## config.mk

```make
export PLATFORM = sky130hd
export DESIGN_NAME = pada_fifo
export DESIGN_NICKNAME = d
export VERILOG_FILES = /design/src/hw/rtl/pada_pkg.sv /design/src/hw/rtl/pada_fifo.sv
export SDC_FILE = /design/constraint.sdc
export NUM_CORES = 1
export LEC_CHECK = 0
export BUFFER_PORTS_ARGS = -buffer_cell sky130_fd_sc_hd__buf_2
export CORE_MARGIN = 5
export CORE_UTILIZATION = 55
export DETAILED_ROUTE_END_ITERATION = 6
export PLACE_DENSITY = 0.88
export SYNTH_ARGS = -nofsm -noshare
export SYNTH_HDL_FRONTEND = slang
export SYNTH_SLANG_ARGS = --single-unit
```

## constraint.sdc

```tcl
create_clock -name clk_i -period 8.8 [get_ports clk_i]
set_clock_uncertainty 0.05 [all_clocks]
set_input_delay 1.32 -clock clk_i [delete_from_list [all_inputs] [get_ports clk_i]]
set_output_delay 1.32 -clock clk_i [all_outputs]
set_load 0.05 [all_outputs]
```

## src/hw/rtl/pada_pkg.sv

```systemverilog
// Shared types, constants and arithmetic helpers of the polygon area deviation averager.
package pada_pkg;

  localparam int unsigned MAX_VERTICES = 1024;
  localparam int unsigned MAX_CELLS    = 1024;
  localparam int unsigned MAX_FRAMES   = 65536;

  localparam int unsigned COORD_W = 24;
  localparam int unsigned COEF_W  = 24;
  localparam int unsigned SUM_W   = 64;
  localparam int unsigned VCNT_W  = $clog2(MAX_VERTICES + 1);
  localparam int unsigned CCNT_W  = $clog2(MAX_CELLS + 1);
  localparam int unsigned FCNT_W  = $clog2(MAX_FRAMES + 1);
  localparam int unsigned PROD_W  = 2 * COORD_W;
  localparam int unsigned TERM_W  = PROD_W + 1;
  localparam int unsigned NN_W    = 2 * VCNT_W;
  localparam int unsigned TGT_W   = COEF_W + NN_W;
  localparam int unsigned STEP_W  = $clog2(SUM_W);

  // Frame queue between the front and back parts
  localparam int unsigned QDEPTH = 4;
  localparam int unsigned QPTR_W = $clog2(QDEPTH);
  localparam int unsigned QCNT_W = $clog2(QDEPTH + 1);

  localparam logic [COEF_W-1:0] COEF_RST = COEF_W'(300393);
  localparam logic [VCNT_W-1:0] VCNT_MAX = VCNT_W'(MAX_VERTICES);
  localparam logic [CCNT_W-1:0] CCNT_MAX = CCNT_W'(MAX_CELLS);
  localparam logic [FCNT_W-1:0] FCNT_MAX = FCNT_W'(MAX_FRAMES);
  localparam logic [STEP_W-1:0] STEP_LAST = STEP_W'(SUM_W - 1);
  localparam logic [QCNT_W-1:0] QCRED_INIT = QCNT_W'(QDEPTH);

  typedef logic signed [SUM_W-1:0] sum_t;
  typedef logic [FCNT_W-1:0]       div_t;

  localparam sum_t SUM_MAX = {1'b0, {(SUM_W-1){1'b1}}};
  localparam sum_t SUM_MIN = {1'b1, {(SUM_W-1){1'b0}}};

  typedef struct packed {
    sum_t val;
    logic ovf;
  } sat_t;

  // One closed frame: deviation sum, cell count, overflow seen, last of run
  typedef struct packed {
    sum_t              fsum;
    logic [CCNT_W-1:0] ccnt;
    logic              ovf;
    logic              eor;
  } frame_rec_t;

  typedef struct packed {
    logic start;
    sum_t dividend;
    div_t divisor;
  } div_req_t;

  typedef struct packed {
    logic done;
    sum_t quo;
  } div_rsp_t;

  typedef enum logic [2:0] {
    BK_IDLE,
    BK_FDIV,
    BK_FACC,
    BK_RSTART,
    BK_RDIV,
    BK_OUT
  } back_state_e;

  // Signed add that clamps at the 64-bit limits and flags the clamp
  function automatic sat_t sat_add(sum_t a, sum_t b);
    sat_t r;
    sum_t s;
    s     = a + b;
    r.val = s;
    r.ovf = 1'b0;
    if ((a[SUM_W-1] == b[SUM_W-1]) && (s[SUM_W-1] != a[SUM_W-1])) begin
      r.ovf = 1'b1;
      r.val = b[SUM_W-1] ? SUM_MIN : SUM_MAX;
    end
    return r;
  endfunction

endpackage

```

## src/hw/rtl/pada_fifo.sv

```systemverilog
// Small queue of closed frame records between the front and back parts.
module pada_fifo (
  input  logic                  clk_i,
  input  logic                  rst_ni,
  input  logic                  push_i,
  input  pada_pkg::frame_rec_t  push_data_i,
  input  logic                  pop_i,
  output pada_pkg::frame_rec_t  head_o,
  output logic                  empty_o
);

  pada_pkg::frame_rec_t              mem_q [pada_pkg::QDEPTH];
  logic [pada_pkg::QPTR_W-1:0]       wr_ptr_q, rd_ptr_q;
  logic [pada_pkg::QCNT_W-1:0]       cnt_q;
  logic                              do_pop;

  assign do_pop  = pop_i && (cnt_q != '0);
  assign empty_o = (cnt_q == '0);
  assign head_o  = mem_q[rd_ptr_q];

  always_ff @(posedge clk_i) begin
    if (push_i) begin
      mem_q[wr_ptr_q] <= push_data_i;
    end
  end

  always_ff @(posedge clk_i or negedge rst_ni) begin
    if (!rst_ni) begin
      wr_ptr_q <= '0;
      rd_ptr_q <= '0;
      cnt_q    <= '0;
    end else begin
      if (push_i) begin
        wr_ptr_q <= wr_ptr_q + 1'b1;
      end
      if (do_pop) begin
        rd_ptr_q <= rd_ptr_q + 1'b1;
      end
      case ({push_i, do_pop})
        2'b10:   cnt_q <= cnt_q + 1'b1;
        2'b01:   cnt_q <= cnt_q - 1'b1;
        default: cnt_q <= cnt_q;
      endcase
    end
  end

endmodule

```

==> metrics.md <==
| Metric | Value |
|---|---|
| # fillers | `1313` |
| Via Count | `5082` |
| Clock transition at the registers of the reported paths | `0.06 ns` |
| Nets | `~700` |
| I/O Pins | `159` |
| Number of global-route vias before repair | `5541` |
| Hold Path Class | `reg -> reg` |
| Crit-path leading delay family | `buffers and inverters` |
| R2R depth | `3` |
| Share of layout cells above drive strength 1 | `44.2%` |
| Most frequent cells in the layout | `edfxtp_1 (308), buf_2 (158), mux4_2 (77), clkbuf_16 (30), clkbuf_1 (11)` |
| Leakage | `4.60 nW` |
| Die area | `23900 um^2` |
| Reg-to-Reg Start | `wr_ptr_q[0]` |
| RePlAce Congestion | `0.706` |
| Hold Violations, Final | `0` |
| Data arrival, critical path | `3.11 ns` |
| Hold-fix buffers at CTS | `0` |
| Final min period | `4.48 ns` |
| Critical path class | `reg -> out` |
| Critical R2R Capture | `mem_q[2][0]` |
| Worst Setup Start Kind | `register` |
| Max Cap Viol | `0` |
| Synthesis Warnings | `0` |
| Seq/Total Area, Yosys | `between 80% and 90%` |
| Syn Inst Count | `439` |
| Buf+Inv Stages, Crit Path | `2` |
| CTS tree | `yes` |
| Syn_area_per_cell | `26.2 um^2` |
| Die W | `155 um` |
| Post-synthesis net count | `526` |
| Drt drc | `0` |
| IO buf count | `158` |
| Worst relative slew slack | `between 10% and 20%` |
| Synthesized area | `11500 um^2` |
| Critical-path cell list | `buf_4 > mux4_2 > buf_2` |
| Worst Max-Slew Pin Slew | `1.21 ns` |
| Placed cell areas | `roughly 13000 um^2` |
| Mean routed wirelength per cell | `22.0 um` |
| Total Routing Usage GR | `16.9%` |
| F_max | `223 MHz` |
| Outcome | `finished, final reports clean` |
| Hold EP | `cnt_q[2]` |
| DP HPWL | `11700 um` |
| Routed Antenna Nets | `0` |
| 1st-iter DRT viols | `265` |
| Hold path depth | `1` |
| Largest net degree at the start of global routing | `79` |
| First-pass GRT wire length | `31600 um` |
| Post-route setup TNS | `0 ns` |
| Row count | `53` |
| Clock latency on the worst-skew pair | `approximately 0.53 ns` |
| Die outline height | `155 um` |
| CP peak stage delay | `0.89 ns` |
| GR Layer Usage met2 | `about 29%` |
| CP Data Required Time | `between 7 and 8 ns` |
| GRT Max-Usage Layer | `met2` |
| Sink Count | `315` |
| Resize count post-CTS | `0` |
| Commonest non-fill, non-tap cell in the layout | `edfxtp_1` |
| Yosys reg bits | `315` |
| Netlist cell types | `20` |
| Root Driver | `clkbuf_16` |
| Final wirelength | `20000 um` |
| M1 GR Usage | `22.7%` |
| Final setup violation count | `0` |
| Slew Viols, Final | `0` |
| Tcrit/Tclk final | `50.9%` |
| Initial antenna violation count | `2` |
| Global route total overflow | `0` |
| Pre-antenna DRT Iters | `4` |
| Number of buffers created by CTS | `30` |
| Worst-path maximum fanout | `43` |
| Grt met3 use | `about 4.2%` |
| Power Dens Cells | `386 nW/um^2` |
| Post-CTS setup buffers | `0` |
| Hold path start | `cnt_q[2]` |
| Area grow syn2layout | `16.9%` |
| Setup crit end kind | `output pin` |
| CP max stage cell | `dfrtp_4` |
| RSZ-0062 raised after global routing | `false` |
| Clock buffer depth | `3` |
| Final Instance Area | `about 13000 um^2` |
| Initial Util | `55.3%` |
| Via density | `5.59` |
| CTS H-tree depth | `1` |
| Worst vdd ir | `about 0.26 mV` |
| Total core area | `20800 um^2` |
| R2R Setup Slk | `6.69 ns` |
[per-layer routing]
layer | vias up | wire [um]
met5 | - | 13
met4 | 2 | 318
met3 | 28 | 1260
met2 | 168 | 10500
met1 | 2661 | 7910
li1 | 2223 | -
[area by class of cell]
type                    count  area (um^2)  area share [%]
flip-flops and latches    315         9430            70.1
multi-input cells         100         1940            14.4
clock buffers              45          847            6.29
repair buffers            159          798            5.93
well taps                 275          344            2.56
clock inverters             8         71.3           0.530
inverters                   6         22.5           0.167
diodes                      1         2.50          0.0186
[stage by stage]
step                      power (mW)  worst slack (ns)  std cells  utilization (%)  hold slack, ns
final                           5.20              4.32        909             64.6           0.475
after global routing            5.42              3.97        908             64.6           0.490
after CTS                       5.27              4.14        908             64.6           0.475
after detailed placement        4.08              4.74        855             60.2           0.458
after global placement          4.03              4.78        855             60.2           0.430
after floorplan                 3.68              5.19        439                -           0.415
[worst max path at each step]
stage	start	slack, ns	cells past startpoint	to
floorplan	push_i	5.19	1	mem_q[0][0]
global placement	rd_ptr_q[0]	4.78	3	head_o[19]
detailed placement	rd_ptr_q[0]	4.74	3	head_o[21]
CTS	rd_ptr_q[0]	4.14	3	head_o[21]
global route	rd_ptr_q[0]	3.97	3	head_o[21]
finish	rd_ptr_q[0]	4.32	3	head_o[36]
[where the power goes]
| group | internal [mW] | switching, mW |
|---|---|---|
| sequential | 1.97 | 0.189 |
| combinational | 0.569 | 1.28 |
| clock | 0.688 | 0.498 |
| total | 3.23 | 1.97 |
[logic make-up after synthesis]
logic type	count (synthesis)	share of synthesized area (%)
compound gates	2	0.120
xor+xnor	6	0.456
fa+ha+maj	6	0.717
buf+inv	24	1.34
flops	315	81.9
mux	78	15.2
simple gates	8	0.359
[state kept, by name (all words and copies together), names as in the netlist]
register / flops
rd_ptr_q: 2
cnt_q: 3
mem_q: 308
wr_ptr_q: 2
[Yosys cell counts (all sizes together)]
master | n | area (um^2)
xor2 | 4 | 35.0
ha | 5 | 62.6
inv | 6 | 22.5
o31a | 1 | 8.76
mux2i | 1 | 10.0
edfxtp | 308 | 9250
dfrtp | 7 | 175
o21ai | 1 | 5.00
clkbuf | 4 | 15.0
xnor2 | 2 | 17.5
mux4 | 77 | 1730
nor3 | 1 | 5.00
fa | 1 | 20.0
nor2 | 1 | 3.75
and2 | 4 | 25.0
buf | 14 | 116
nand2 | 2 | 7.51
Power figures use the tool's default switching activity.
