==> config.mk <==
export PLATFORM = sky130hd
export DESIGN_NAME = pada_back
export DESIGN_NICKNAME = d
export VERILOG_FILES = /design/src/hw/rtl/pada_pkg.sv /design/src/hw/rtl/pada_div.sv /design/src/hw/rtl/pada_back.sv
export SDC_FILE = /design/constraint.sdc
export NUM_CORES = 1
export LEC_CHECK = 0
export ABC_CLOCK_PERIOD_IN_PS = 8100
export BUFFER_PORTS_ARGS = -buffer_cell sky130_fd_sc_hd__clkbuf_2
export CAP_MARGIN = 5
export CORE_MARGIN = 1
export CORE_UTILIZATION = 47
export DETAILED_ROUTE_END_ITERATION = 12
export GPL_TIMING_DRIVEN = 0
export PLACE_DENSITY = 0.67
export SYNTH_ARGS = -nofsm -noshare
export SYNTH_HDL_FRONTEND = slang
export SYNTH_SLANG_ARGS = --single-unit
==> constraint.sdc <==
create_clock -name clk_i -period 8.1 [get_ports clk_i]
set_input_delay 0 -clock clk_i [delete_from_list [all_inputs] [get_ports clk_i]]
set_output_delay 0 -clock clk_i [all_outputs]
set_load 0.01 [all_outputs]
==> src/hw/rtl/pada_pkg.sv <==
// Shared types, constants and arithmetic helpers of the polygon area deviation averager.
package pada_pkg;

  localparam int unsigned MAX_VERTICES = 1024;
  localparam int unsigned MAX_CELLS    = 1024;
  localparam int unsigned MAX_FRAMES   = 65536;

  localparam int unsigned COORD_W = 24;
  localparam int unsigned COEF_W  = 24;
  localparam int unsigned SUM_W   = 64;
  localparam int unsigned VCNT_W  = $clog2(MAX_VERTICES + 1);
  localparam int unsigned CCNT_W  = $clog2(MAX_CELLS + 1);
  localparam int unsigned FCNT_W  = $clog2(MAX_FRAMES + 1);
  localparam int unsigned PROD_W  = 2 * COORD_W;
  localparam int unsigned TERM_W  = PROD_W + 1;
  localparam int unsigned NN_W    = 2 * VCNT_W;
  localparam int unsigned TGT_W   = COEF_W + NN_W;
  localparam int unsigned STEP_W  = $clog2(SUM_W);

  // Frame queue between the front and back parts
  localparam int unsigned QDEPTH = 4;
  localparam int unsigned QPTR_W = $clog2(QDEPTH);
  localparam int unsigned QCNT_W = $clog2(QDEPTH + 1);

  localparam logic [COEF_W-1:0] COEF_RST = COEF_W'(300393);
  localparam logic [VCNT_W-1:0] VCNT_MAX = VCNT_W'(MAX_VERTICES);
  localparam logic [CCNT_W-1:0] CCNT_MAX = CCNT_W'(MAX_CELLS);
  localparam logic [FCNT_W-1:0] FCNT_MAX = FCNT_W'(MAX_FRAMES);
  localparam logic [STEP_W-1:0] STEP_LAST = STEP_W'(SUM_W - 1);
  localparam logic [QCNT_W-1:0] QCRED_INIT = QCNT_W'(QDEPTH);

  typedef logic signed [SUM_W-1:0] sum_t;
  typedef logic [FCNT_W-1:0]       div_t;

  localparam sum_t SUM_MAX = {1'b0, {(SUM_W-1){1'b1}}};
  localparam sum_t SUM_MIN = {1'b1, {(SUM_W-1){1'b0}}};

  typedef struct packed {
    sum_t val;
    logic ovf;
  } sat_t;

  // One closed frame: deviation sum, cell count, overflow seen, last of run
  typedef struct packed {
    sum_t              fsum;
    logic [CCNT_W-1:0] ccnt;
    logic              ovf;
    logic              eor;
  } frame_rec_t;

  typedef struct packed {
    logic start;
    sum_t dividend;
    div_t divisor;
  } div_req_t;

  typedef struct packed {
    logic done;
    sum_t quo;
  } div_rsp_t;

  typedef enum logic [2:0] {
    BK_IDLE,
    BK_FDIV,
    BK_FACC,
    BK_RSTART,
    BK_RDIV,
    BK_OUT
  } back_state_e;

  // Signed add that clamps at the 64-bit limits and flags the clamp
  function automatic sat_t sat_add(sum_t a, sum_t b);
    sat_t r;
    sum_t s;
    s     = a + b;
    r.val = s;
    r.ovf = 1'b0;
    if ((a[SUM_W-1] == b[SUM_W-1]) && (s[SUM_W-1] != a[SUM_W-1])) begin
      r.ovf = 1'b1;
      r.val = b[SUM_W-1] ? SUM_MIN : SUM_MAX;
    end
    return r;
  endfunction

endpackage

==> src/hw/rtl/pada_div.sv <==
// Shared restoring divider, one quotient bit per cycle, truncating toward zero.
module pada_div (
  input  logic               clk_i,
  input  logic               rst_ni,
  input  pada_pkg::div_req_t req_i,
  output pada_pkg::div_rsp_t rsp_o
);

  logic                              busy_q, done_q, neg_q;
  logic [pada_pkg::STEP_W-1:0]       step_q;
  logic [pada_pkg::SUM_W-1:0]        dq_q, mag;
  pada_pkg::div_t                    dvs_q, rem_q;
  logic [pada_pkg::FCNT_W:0]         r2, diff;
  logic                              ge;

  assign mag  = req_i.dividend[pada_pkg::SUM_W-1] ? -req_i.dividend : req_i.dividend;
  assign r2   = {rem_q, dq_q[pada_pkg::SUM_W-1]};
  assign diff = r2 - {1'b0, dvs_q};
  assign ge   = (r2 >= {1'b0, dvs_q});

  always_ff @(posedge clk_i or negedge rst_ni) begin
    if (!rst_ni) begin
      busy_q <= 1'b0;
      done_q <= 1'b0;
      step_q <= '0;
    end else begin
      done_q <= 1'b0;
      if (req_i.start) begin
        busy_q <= 1'b1;
        step_q <= '0;
      end else if (busy_q) begin
        step_q <= step_q + 1'b1;
        if (step_q == pada_pkg::STEP_LAST) begin
          busy_q <= 1'b0;
          done_q <= 1'b1;
        end
      end
    end
  end

  always_ff @(posedge clk_i) begin
    if (req_i.start) begin
      dq_q  <= mag;
      neg_q <= req_i.dividend[pada_pkg::SUM_W-1];
      dvs_q <= req_i.divisor;
      rem_q <= '0;
    end else if (busy_q) begin
      rem_q <= ge ? diff[pada_pkg::FCNT_W-1:0] : r2[pada_pkg::FCNT_W-1:0];
      dq_q  <= {dq_q[pada_pkg::SUM_W-2:0], ge};
    end
  end

  assign rsp_o.done = done_q;
  assign rsp_o.quo  = neg_q ? -pada_pkg::sum_t'(dq_q) : pada_pkg::sum_t'(dq_q);

endmodule

==> src/hw/rtl/pada_back.sv <==
// Back part: frame averaging, run averaging and the result register.
module pada_back (
  input  logic                           clk_i,
  input  logic                           rst_ni,
  input  logic                           q_empty_i,
  input  pada_pkg::frame_rec_t           q_head_i,
  output logic                           q_pop_o,
  output logic                           empty,
  input  logic                           pop,
  output logic signed [pada_pkg::SUM_W-1:0] mean_area_diff_o,
  output logic [pada_pkg::FCNT_W-1:0]    frames_seen_o,
  output logic                           saturated_o
);

  pada_pkg::back_state_e       state_q, state_d;
  pada_pkg::div_req_t          dreq;
  pada_pkg::div_rsp_t          drsp;
  pada_pkg::sum_t              run_q, quo_q;
  logic [pada_pkg::FCNT_W-1:0] fcnt_q;
  logic                        rovf_q, eor_q, res_valid_q, res_load, fovf;
  pada_pkg::sat_t              run_add;

  pada_div u_div (
    .clk_i  (clk_i),
    .rst_ni (rst_ni),
    .req_i  (dreq),
    .rsp_o  (drsp)
  );

  assign run_add = pada_pkg::sat_add(run_q, quo_q);
  assign fovf    = (fcnt_q >= pada_pkg::FCNT_MAX);

  always_comb begin
    state_d       = state_q;
    q_pop_o       = 1'b0;
    res_load      = 1'b0;
    dreq.start    = 1'b0;
    dreq.dividend = q_head_i.fsum;
    dreq.divisor  = pada_pkg::div_t'(q_head_i.ccnt);
    case (state_q)
      pada_pkg::BK_IDLE: begin
        if (!q_empty_i) begin
          q_pop_o    = 1'b1;
          dreq.start = 1'b1;
          state_d    = pada_pkg::BK_FDIV;
        end
      end
      pada_pkg::BK_FDIV: begin
        if (drsp.done) begin
          state_d = pada_pkg::BK_FACC;
        end
      end
      pada_pkg::BK_FACC: begin
        state_d = eor_q ? pada_pkg::BK_RSTART : pada_pkg::BK_IDLE;
      end
      pada_pkg::BK_RSTART: begin
        dreq.start    = 1'b1;
        dreq.dividend = run_q;
        dreq.divisor  = fcnt_q;
        state_d       = pada_pkg::BK_RDIV;
      end
      pada_pkg::BK_RDIV: begin
        if (drsp.done) begin
          state_d = pada_pkg::BK_OUT;
        end
      end
      pada_pkg::BK_OUT: begin
        // Hold until the result register is free
        if (!res_valid_q || pop) begin
          res_load = 1'b1;
          state_d  = pada_pkg::BK_IDLE;
        end
      end
      default: state_d = pada_pkg::BK_IDLE;
    endcase
  end

  always_ff @(posedge clk_i or negedge rst_ni) begin
    if (!rst_ni) begin
      state_q <= pada_pkg::BK_IDLE;
    end else begin
      state_q <= state_d;
    end
  end

  always_ff @(posedge clk_i or negedge rst_ni) begin
    if (!rst_ni) begin
      run_q  <= '0;
      fcnt_q <= '0;
      rovf_q <= 1'b0;
    end else begin
      if (q_pop_o) begin
        rovf_q <= rovf_q || q_head_i.ovf;
      end else if (state_q == pada_pkg::BK_FACC) begin
        run_q  <= run_add.val;
        fcnt_q <= fovf ? pada_pkg::FCNT_MAX : fcnt_q + 1'b1;
        rovf_q <= rovf_q || run_add.ovf || fovf;
      end else if (res_load) begin
        run_q  <= '0;
        fcnt_q <= '0;
        rovf_q <= 1'b0;
      end
    end
  end

  always_ff @(posedge clk_i) begin
    if (q_pop_o) begin
      eor_q <= q_head_i.eor;
    end
    if (drsp.done) begin
      quo_q <= drsp.quo;
    end
    if (res_load) begin
      mean_area_diff_o <= quo_q;
      frames_seen_o    <= fcnt_q;
      saturated_o      <= rovf_q;
    end
  end

  always_ff @(posedge clk_i or negedge rst_ni) begin
    if (!rst_ni) begin
      res_valid_q <= 1'b0;
    end else if (res_load) begin
      res_valid_q <= 1'b1;
    end else if (pop) begin
      res_valid_q <= 1'b0;
    end
  end

  assign empty = !res_valid_q;

endmodule
==> Implementation_results.wiki, run 1 <==
{| class="wikitable"
! Metric !! Value
|-
| Outcome || finished clean
|-
| Buffers inserted by post-CTS timing repair || 0
|-
| Placement row count || 77
|-
| Aggregate negative setup slack || 0 ns
|-
| Final setup vio count || 0
|-
| Post-synthesis sequential area ratio || 0.455
|-
| Post-Route Utilization || 0.555
|-
| Post-Place Worst Slack || 0.678 ns
|-
| Average cell area after synthesis || 9.47 µm²
|-
| Top fanout value on the critical path || 10
|-
| Setup repair after global routing missed its margin || no
|-
| WL final || 73900 µm
|-
| Last weighted congestion value of the routability-driven placer || 0.963
|-
| Clock tree from TritonCTS || yes
|-
| Number of placed instances, taps included || 2990
|-
| Headroom to the max-slew limit || 0.107
|-
| Clock edge transition at the registers on the reported setup and hold paths || 0.06 ns
|-
| DRC violation count after routing || 0
|-
| Kind of path behind the tightest hold check || in -> async
|-
| Post-detail-place hpwl || 54000 µm
|-
| Number of nets at the end of the flow || 2650
|-
| Most used flip-flop cell after synthesis || sky130_fd_sc_hd__edfxtp_1
|-
| Post-synthesis cell count || 2224
|-
| Number of enable-type register cells in the synthesized netlist || 229
|-
| Cts repair resizes || 0
|-
| Starting utilization of the core area || 0.476
|-
| Final critical-path share of the clock period || 0.965
|-
| Final ANT Viol Nets || 0
|-
| Initial antenna violation count || 1
|-
| Type of the worst setup path || reg -> reg
|-
| Fraction of registers with async set or reset after synthesis || 0.276
|-
| Yosys warns || 0
|-
| GR Util All Layers || 0.326
|-
| Clock tree buffer depth || 3
|-
| Total nets after synthesis || 2393
|-
| Highest Clock Rate || 128 MHz
|-
| Count of routing violations after the opening detailed-route iteration || 2013
|-
| Number of iterations in the first detailed-routing pass || 7
|-
| CTS H-Tree Depth || 2
|-
| Pwr Density || 265 nW/µm²
|-
| Clock latency reported for the late side of the worst-skew pair || 0.58 ns
|-
| Buffers added on ports || 164
|-
| Worst Path Arrival || 8.32 ns
|-
| Endpoints failing hold || 0
|-
| Max VDD drop || 0.000173 V
|-
| Pwr Total || 6.50 mW
|-
| Tightest hold margin || 0.0223 ns
|-
| Layout cells sized above 1 || 0.109
|-
| Area growth syn-to-layout || 16.5%
|-
| Overflow left after global routing || 0
|-
| Cell area after synthesis || 21100 µm²
|-
| Sinks on Clock Net || 340
|-
| Min Clock Period, post-route || 7.82 ns
|-
| Critical path startpoint category || flip-flop
|-
| Number of cells in the finished layout apart from fillers || 3105
|-
| Via total after detailed routing || 19000
|-
| Maximum number of pins on one net before global-route repair || 95
|-
| Type of destination of the critical path || flip-flop
|-
| Post-place instance area || 22800 µm²
|-
| Global-route wire length before repair || 110000 µm
|-
| Final max-slew violation count || 0
|-
| Number of global-route vias before repair || 18200
|-
| I/O pin count || 165
|-
| Hold-fix buffer count after cts || 41
|-
| Worst Skew || 0.0164 ns
|-
| Non-Filler Cell Area, Final || 24500 µm²
|-
| Leakage power of the design || 10.0 nW
|-
| Worst Tran Pin Value || 1.32 ns
|-
| Required time worst endpoint || 8.60 ns
|-
| Core box area || 44200 µm²
|-
| Max Cap Viol || 0
|-
| Fillers || 3967
|-
| Die area || 45600 µm²
|-
| Post-DR vias/cell || 6.12
|-
| Clock buffers created by TritonCTS || 40
|-
| Number of storage elements in the synthesis netlist || 340
|-
| Wire per inst || 23.8 µm
|-
| Vertical extent of the die || 214 µm
|-
| Final critical-path setup slack || 0.282 ns
|-
| Horizontal die dimension || 214 µm
|-
| Clock Tree Root || sky130_fd_sc_hd__clkbuf_16
|-
| Distinct cell type count after synthesis || 75
|}
-- final timing paths --
kind	startpoint	endpoint	slack, ns	cells after the start
max	run_q[4]	run_q[47]	0.28	18
min	rst_ni	run_q[18]	0.02	3
max reg2reg	run_q[4]	run_q[47]	0.28	18
min reg2reg	quo_q[6]	mean_area_diff_o[6]	0.46	0
max in group asynchronous	rst_ni	fcnt_q[7]	7.55	3
min in group clk_i	q_head_i[34]	u_div.dq_q[21]	0.02	4
-- critical path: stages, from the launching register on --
cell                       delay [ns]
sky130_fd_sc_hd__dfrtp_1         0.45
sky130_fd_sc_hd__ha_1            0.41
sky130_fd_sc_hd__a21oi_1         0.30
sky130_fd_sc_hd__nand2_1         0.12
sky130_fd_sc_hd__a311o_1         0.33
sky130_fd_sc_hd__a21oi_1         0.42
sky130_fd_sc_hd__o22ai_1         0.45
sky130_fd_sc_hd__a41o_1          0.48
sky130_fd_sc_hd__o21ai_0         0.71
sky130_fd_sc_hd__o21ai_0         0.32
sky130_fd_sc_hd__o211ai_1        0.25
sky130_fd_sc_hd__and3b_1         0.26
sky130_fd_sc_hd__fa_1            0.45
sky130_fd_sc_hd__nand3_1         0.15
sky130_fd_sc_hd__and3_1          0.53
sky130_fd_sc_hd__clkbuf_1        0.93
sky130_fd_sc_hd__clkbuf_1        0.83
sky130_fd_sc_hd__o21ai_0         0.22
sky130_fd_sc_hd__nand2_1         0.12
-- cell usage after synthesis (31+ instances only) --
| cell | count | area [µm²] |
|---|---|---|
| sky130_fd_sc_hd__a21oi_1 | 123 | 616 |
| sky130_fd_sc_hd__o21ai_0 | 223 | 1120 |
| sky130_fd_sc_hd__nor2_1 | 145 | 544 |
| sky130_fd_sc_hd__dfrtp_1 | 94 | 2350 |
| sky130_fd_sc_hd__ha_1 | 85 | 1060 |
| sky130_fd_sc_hd__a21o_1 | 53 | 398 |
| sky130_fd_sc_hd__nand4_1 | 31 | 194 |
| sky130_fd_sc_hd__edfxtp_1 | 229 | 6880 |
| sky130_fd_sc_hd__o31ai_1 | 39 | 293 |
| sky130_fd_sc_hd__xor2_1 | 78 | 683 |
| sky130_fd_sc_hd__nor3_1 | 48 | 240 |
| sky130_fd_sc_hd__nand3_1 | 48 | 240 |
| sky130_fd_sc_hd__inv_1 | 48 | 180 |
| sky130_fd_sc_hd__xnor2_1 | 133 | 1160 |
| sky130_fd_sc_hd__clkbuf_1 | 104 | 390 |
| sky130_fd_sc_hd__nand2_1 | 327 | 1230 |
| sky130_fd_sc_hd__mux2i_1 | 60 | 601 |
-- routing by layer --
metal	vias up	GRT usage	wire length [µm]
met5	-	0	0
met1	9213	0.437	31100
met4	0	0.143	3540
met3	200	0.0628	6240
li1	8648	-	-
met2	940	0.515	33000
-- report_power, final --
part	leakage (nW)	internal, mW	switching [mW]
Sequential	3.47	2.30	0.428
Clock	0.645	1.12	0.772
Combinational	5.88	0.780	1.10
-- sequential cells by signal (all words and copies together) (netlist names), 3 cells and up --
name,cells
fcnt_q,17
frames_seen_o,17
state_q,3
u_div.rem_q,17
run_q,64
quo_q,64
u_div.step_q,6
u_div.dq_q,64
u_div.dvs_q,17
mean_area_diff_o,64
-- layout by cell type (no fill, tap or decap), types with 48 or more instances in the layout --
| cell type | count |
|---|---|
| sky130_fd_sc_hd__mux2i_1 | 60 |
| sky130_fd_sc_hd__xor2_1 | 78 |
| sky130_fd_sc_hd__clkbuf_2 | 164 |
| sky130_fd_sc_hd__ha_1 | 85 |
| sky130_fd_sc_hd__nor2_1 | 145 |
| sky130_fd_sc_hd__nand2_1 | 327 |
| sky130_fd_sc_hd__inv_1 | 48 |
| sky130_fd_sc_hd__edfxtp_1 | 229 |
| sky130_fd_sc_hd__clkbuf_1 | 113 |
| sky130_fd_sc_hd__a21o_1 | 53 |
| sky130_fd_sc_hd__nand3_1 | 48 |
| sky130_fd_sc_hd__o21ai_0 | 223 |
| sky130_fd_sc_hd__a21oi_1 | 123 |
| sky130_fd_sc_hd__xnor2_1 | 133 |
| sky130_fd_sc_hd__dfrtp_1 | 93 |
-- layout make-up --
type                    count  area (µm²)  share of cell area
repair buffers            215        1390              0.0565
clock inverters            19         230             0.00939
plain buffers             118         454              0.0185
well taps                 592         741              0.0302
diodes                      1        2.50            0.000102
flip-flops and latches    340        9570               0.390
multi-input cells        1715       10800               0.442
inverters                  51         191             0.00780
clock buffers              54        1100              0.0450
-- logic make-up (layout without fill, tap and decap cells) --
| logic type | after synthesis | after routing | share of synthesized area |
|---|---|---|---|
| compound gates | 599 | 599 | 0.176 |
| other cells | 0 | 1 | 0 |
| simple gates | 754 | 754 | 0.168 |
| fa+ha+maj | 88 | 88 | 0.0534 |
| flops | 340 | 340 | 0.455 |
| mux | 63 | 63 | 0.0301 |
| xor+xnor | 211 | 211 | 0.0878 |
| buf+inv | 169 | 457 | 0.0306 |
Note: power is estimated with default switching activity, not from simulation.
==> run 2, diff against run 1 <==
--- a/config.mk
+++ b/config.mk
@@ -13,6 +13,7 @@
 export DETAILED_ROUTE_END_ITERATION = 12
 export GPL_TIMING_DRIVEN = 0
 export PLACE_DENSITY = 0.67
+export SETUP_SLACK_MARGIN = 0.3
 export SYNTH_ARGS = -nofsm -noshare
 export SYNTH_HDL_FRONTEND = slang
 export SYNTH_SLANG_ARGS = --single-unit
==> run 2 against run 1 <==
  * Critical path depth stayed put
  * Clock-buffer cell count stayed put
  * Design area stayed put
  * Fmax is 3.9% higher
  * Critical endpoint unchanged
  * Hold slack worse by 0.00072 ns
  * Highest routed layer unchanged
  * Critical path type unchanged
  * Non-clock buffer count stayed put
  * Routed wire length hardly changed
  * Power hardly changed
  * Global-route usage stayed put
==> Implementation_results.wiki, run 2 (same netlist as run 1, synthesis figures left out) <==
{| class="wikitable"
! Metric !! Value
|-
| Fillers || 3967 (unchanged)
|-
| Comb power frac || 0.289 (about the same)
|-
| Outcome || finished clean (unchanged)
|-
| Count of routing violations after the opening detailed-route iteration || 2013 (unchanged)
|-
| Clock edge transition at the registers on the reported setup and hold paths || 0.06 ns (about the same)
|-
| CTS H-Tree Depth || 2 (unchanged)
|-
| Part of the power in the clock network || 0.291 (about the same)
|-
| Sequential fraction of design power || 0.420 (about the same)
|-
| Sinks on Clock Net || 340 (unchanged)
|-
| Internal power summed over all cells || 4.20 mW (about the same)
|-
| Global-route wire length before repair || 110000 µm (unchanged)
|-
| Post-detail-place hpwl || 54000 µm (unchanged)
|-
| Final critical-path setup slack || 0.573 ns (was 0.282 ns)
|-
| DRC violation count after routing || 0 (unchanged)
|-
| Setup repair after global routing missed its margin || no (unchanged)
|-
| Leakage power of the design || 10.0 nW (about the same)
|-
| Max VDD drop || 0.000173 V (about the same)
|-
| Endpoints failing hold || 0 (unchanged)
|-
| Buffers added on ports || 164 (unchanged)
|-
| Tightest hold margin || 0.0216 ns (was 0.0223 ns)
|-
| Number of global-route vias before repair || 18200 (unchanged)
|-
| Switching fraction of total power || 0.354 (about the same)
|-
| Via total after detailed routing || 19000 (about the same)
|-
| Kind of path behind the tightest hold check || in -> async (unchanged)
|-
| Layout cells sized above 1 || 0.109 (unchanged)
|-
| Clock Tree Root || sky130_fd_sc_hd__clkbuf_16 (unchanged)
|-
| Initial antenna violation count || 1 (unchanged)
|-
| Core box area || 44200 µm² (unchanged)
|-
| Headroom to the max-slew limit || 0.112 (was 0.107)
|-
| GR Util All Layers || 0.326 (unchanged)
|-
| Worst Tran Pin Value || 1.31 ns (was 1.32 ns)
|-
| Pwr Total || 6.49 mW (was 6.50 mW)
|-
| Clock latency reported for the late side of the worst-skew pair || 0.58 ns (about the same)
|-
| Area growth syn-to-layout || 16.5% (unchanged)
|-
| Placement row count || 77 (unchanged)
|-
| Top fanout value on the critical path || 10 (unchanged)
|-
| Pwr Density || 265 nW/µm² (about the same)
|-
| Number of placed instances, taps included || 2990 (unchanged)
|-
| Maximum number of pins on one net before global-route repair || 95 (unchanged)
|-
| Min Clock Period, post-route || 7.53 ns (was 7.82 ns)
|-
| Clock tree from TritonCTS || yes (unchanged)
|-
| Die area || 45600 µm² (unchanged)
|-
| I/O pin count || 165 (unchanged)
|-
| Overflow left after global routing || 0 (unchanged)
|-
| Power dissipated by switching net loads || 2.30 mW (about the same)
|-
| Number of iterations in the first detailed-routing pass || 6 (was 7)
|-
| Highest Clock Rate || 133 MHz (was 128 MHz)
|-
| Worst Path Arrival || 8.03 ns (was 8.32 ns)
|-
| Final max-slew violation count || 0 (unchanged)
|-
| Required time worst endpoint || 8.60 ns (about the same)
|-
| Aggregate negative setup slack || 0 ns (unchanged)
|-
| Number of nets at the end of the flow || 2650 (unchanged)
|-
| Leading cell types in the layout, fill and taps excluded || sky130_fd_sc_hd__nand2_1, sky130_fd_sc_hd__edfxtp_1, sky130_fd_sc_hd__o21ai_0 (unchanged)
|-
| Wire per inst || 23.8 µm (about the same)
|-
| Final setup vio count || 0 (unchanged)
|-
| Post-DR vias/cell || 6.11 (was 6.12)
|-
| WL final || 73900 µm (about the same)
|-
| Most common library cell in the layout ignoring fill and taps || sky130_fd_sc_hd__nand2_1 (unchanged)
|-
| Worst Skew || 0.0163 ns (was 0.0164 ns)
|-
| Critical path startpoint category || flip-flop (unchanged)
|-
| Final ANT Viol Nets || 0 (unchanged)
|-
| Clock tree buffer depth || 3 (unchanged)
|-
| Type of the worst setup path || reg -> reg (unchanged)
|-
| Post-Place Worst Slack || 0.678 ns (unchanged)
|-
| Number of cells in the finished layout apart from fillers || 3105 (unchanged)
|-
| Last weighted congestion value of the routability-driven placer || 0.963 (unchanged)
|-
| Clock buffers created by TritonCTS || 40 (unchanged)
|-
| Horizontal die dimension || 214 µm (unchanged)
|-
| Vertical extent of the die || 214 µm (unchanged)
|-
| Type of destination of the critical path || flip-flop (unchanged)
|-
| Max Cap Viol || 0 (unchanged)
|-
| Starting utilization of the core area || 0.476 (unchanged)
|-
| Buffers inserted by post-CTS timing repair || 0 (unchanged)
|-
| Final critical-path share of the clock period || 0.929 (was 0.965)
|}
[run 2: cell counts in the layout (fill, tap and decap cells not counted)]
Identical to the previous run, type by type.
[run 2: critical path, cell delays in order (launching register included)]
cell	delay, ns
sky130_fd_sc_hd__dfrtp_1	0.45
sky130_fd_sc_hd__ha_1	0.41
sky130_fd_sc_hd__a21oi_1	0.30
sky130_fd_sc_hd__nand2_1	0.12
sky130_fd_sc_hd__a311o_1	0.33
sky130_fd_sc_hd__a21oi_1	0.42
sky130_fd_sc_hd__o22ai_1	0.45
sky130_fd_sc_hd__a41o_1	0.48
sky130_fd_sc_hd__o21ai_1	0.49
sky130_fd_sc_hd__o21ai_0	0.27
sky130_fd_sc_hd__o211ai_1	0.23
sky130_fd_sc_hd__and3b_1	0.26
sky130_fd_sc_hd__fa_1	0.45
sky130_fd_sc_hd__nand3_1	0.15
sky130_fd_sc_hd__and3_1	0.53
sky130_fd_sc_hd__clkbuf_1	0.91
sky130_fd_sc_hd__clkbuf_1	0.83
sky130_fd_sc_hd__o21ai_0	0.23
sky130_fd_sc_hd__nand2_1	0.12
[run 2: final cells by class]
class	instances	area [µm²]	share of cell area
diodes	1	2.50	0.000102
plain buffers	118	454	0.0185
clock buffers	54	1100	0.0450
clock inverters	19	230	0.00939
inverters	51	191	0.00780
multi-input cells	1715	10800	0.442
flip-flops and latches	340	9570	0.390
well taps	592	741	0.0302
repair buffers	215	1390	0.0565
[run 2: path summary, 6_finish.rpt]
path / start / endpoint / slack (ns) / depth (start not counted)
setup / recovery: run_q[4] / run_q[47] / 0.57 / 18
hold / removal: rst_ni / run_q[18] / 0.02 / 3
setup reg to reg: run_q[4] / run_q[47] / 0.57 / 18
hold reg to reg: quo_q[6] / mean_area_diff_o[6] / 0.46 / 0
max in group asynchronous: rst_ni / fcnt_q[7] / 7.55 / 3
min in group clk_i: q_head_i[34] / u_div.dq_q[21] / 0.02 / 4
[run 2: metal layers]
metal,vias up,part of all wire,global-route usage
met5,-,0,0
met4,0,0.048,0.143
met3,199,0.085,0.0628
met2,947,0.45,0.515
met1,9191,0.42,0.437
li1,8646,-,-
[run 2: power groups by stage]
| stage | clock (mW) | sequential [mW] | combinational [mW] |
|---|---|---|---|
| after global placement | 0 | 2.74 | 1.76 |
| after global routing | 1.97 | 2.75 | 2.08 |
| final | 1.89 | 2.73 | 1.88 |
| after floorplan | 0 | 2.59 | 1.35 |
| after CTS | 1.91 | 2.70 | 1.85 |
| after detailed placement | 0 | 2.73 | 1.81 |
[run 2: through the flow]
| stage | cell area (µm²) | util |
|---|---|---|
| after floorplan | 21100 | - |
| after global placement | 22600 | 0.511 |
| after detailed placement | 22800 | 0.515 |
| after CTS | 24500 | 0.555 |
| after global routing | 24500 | 0.555 |
| final | 24500 | 0.555 |
[run 2: repair_timing]
action                                  in CTS  in global routing
resized for setup                            0                  1
endpoints found under the hold margin      135                  0
hold buffers                                41                  0
endpoints found under the setup margin       0                 20
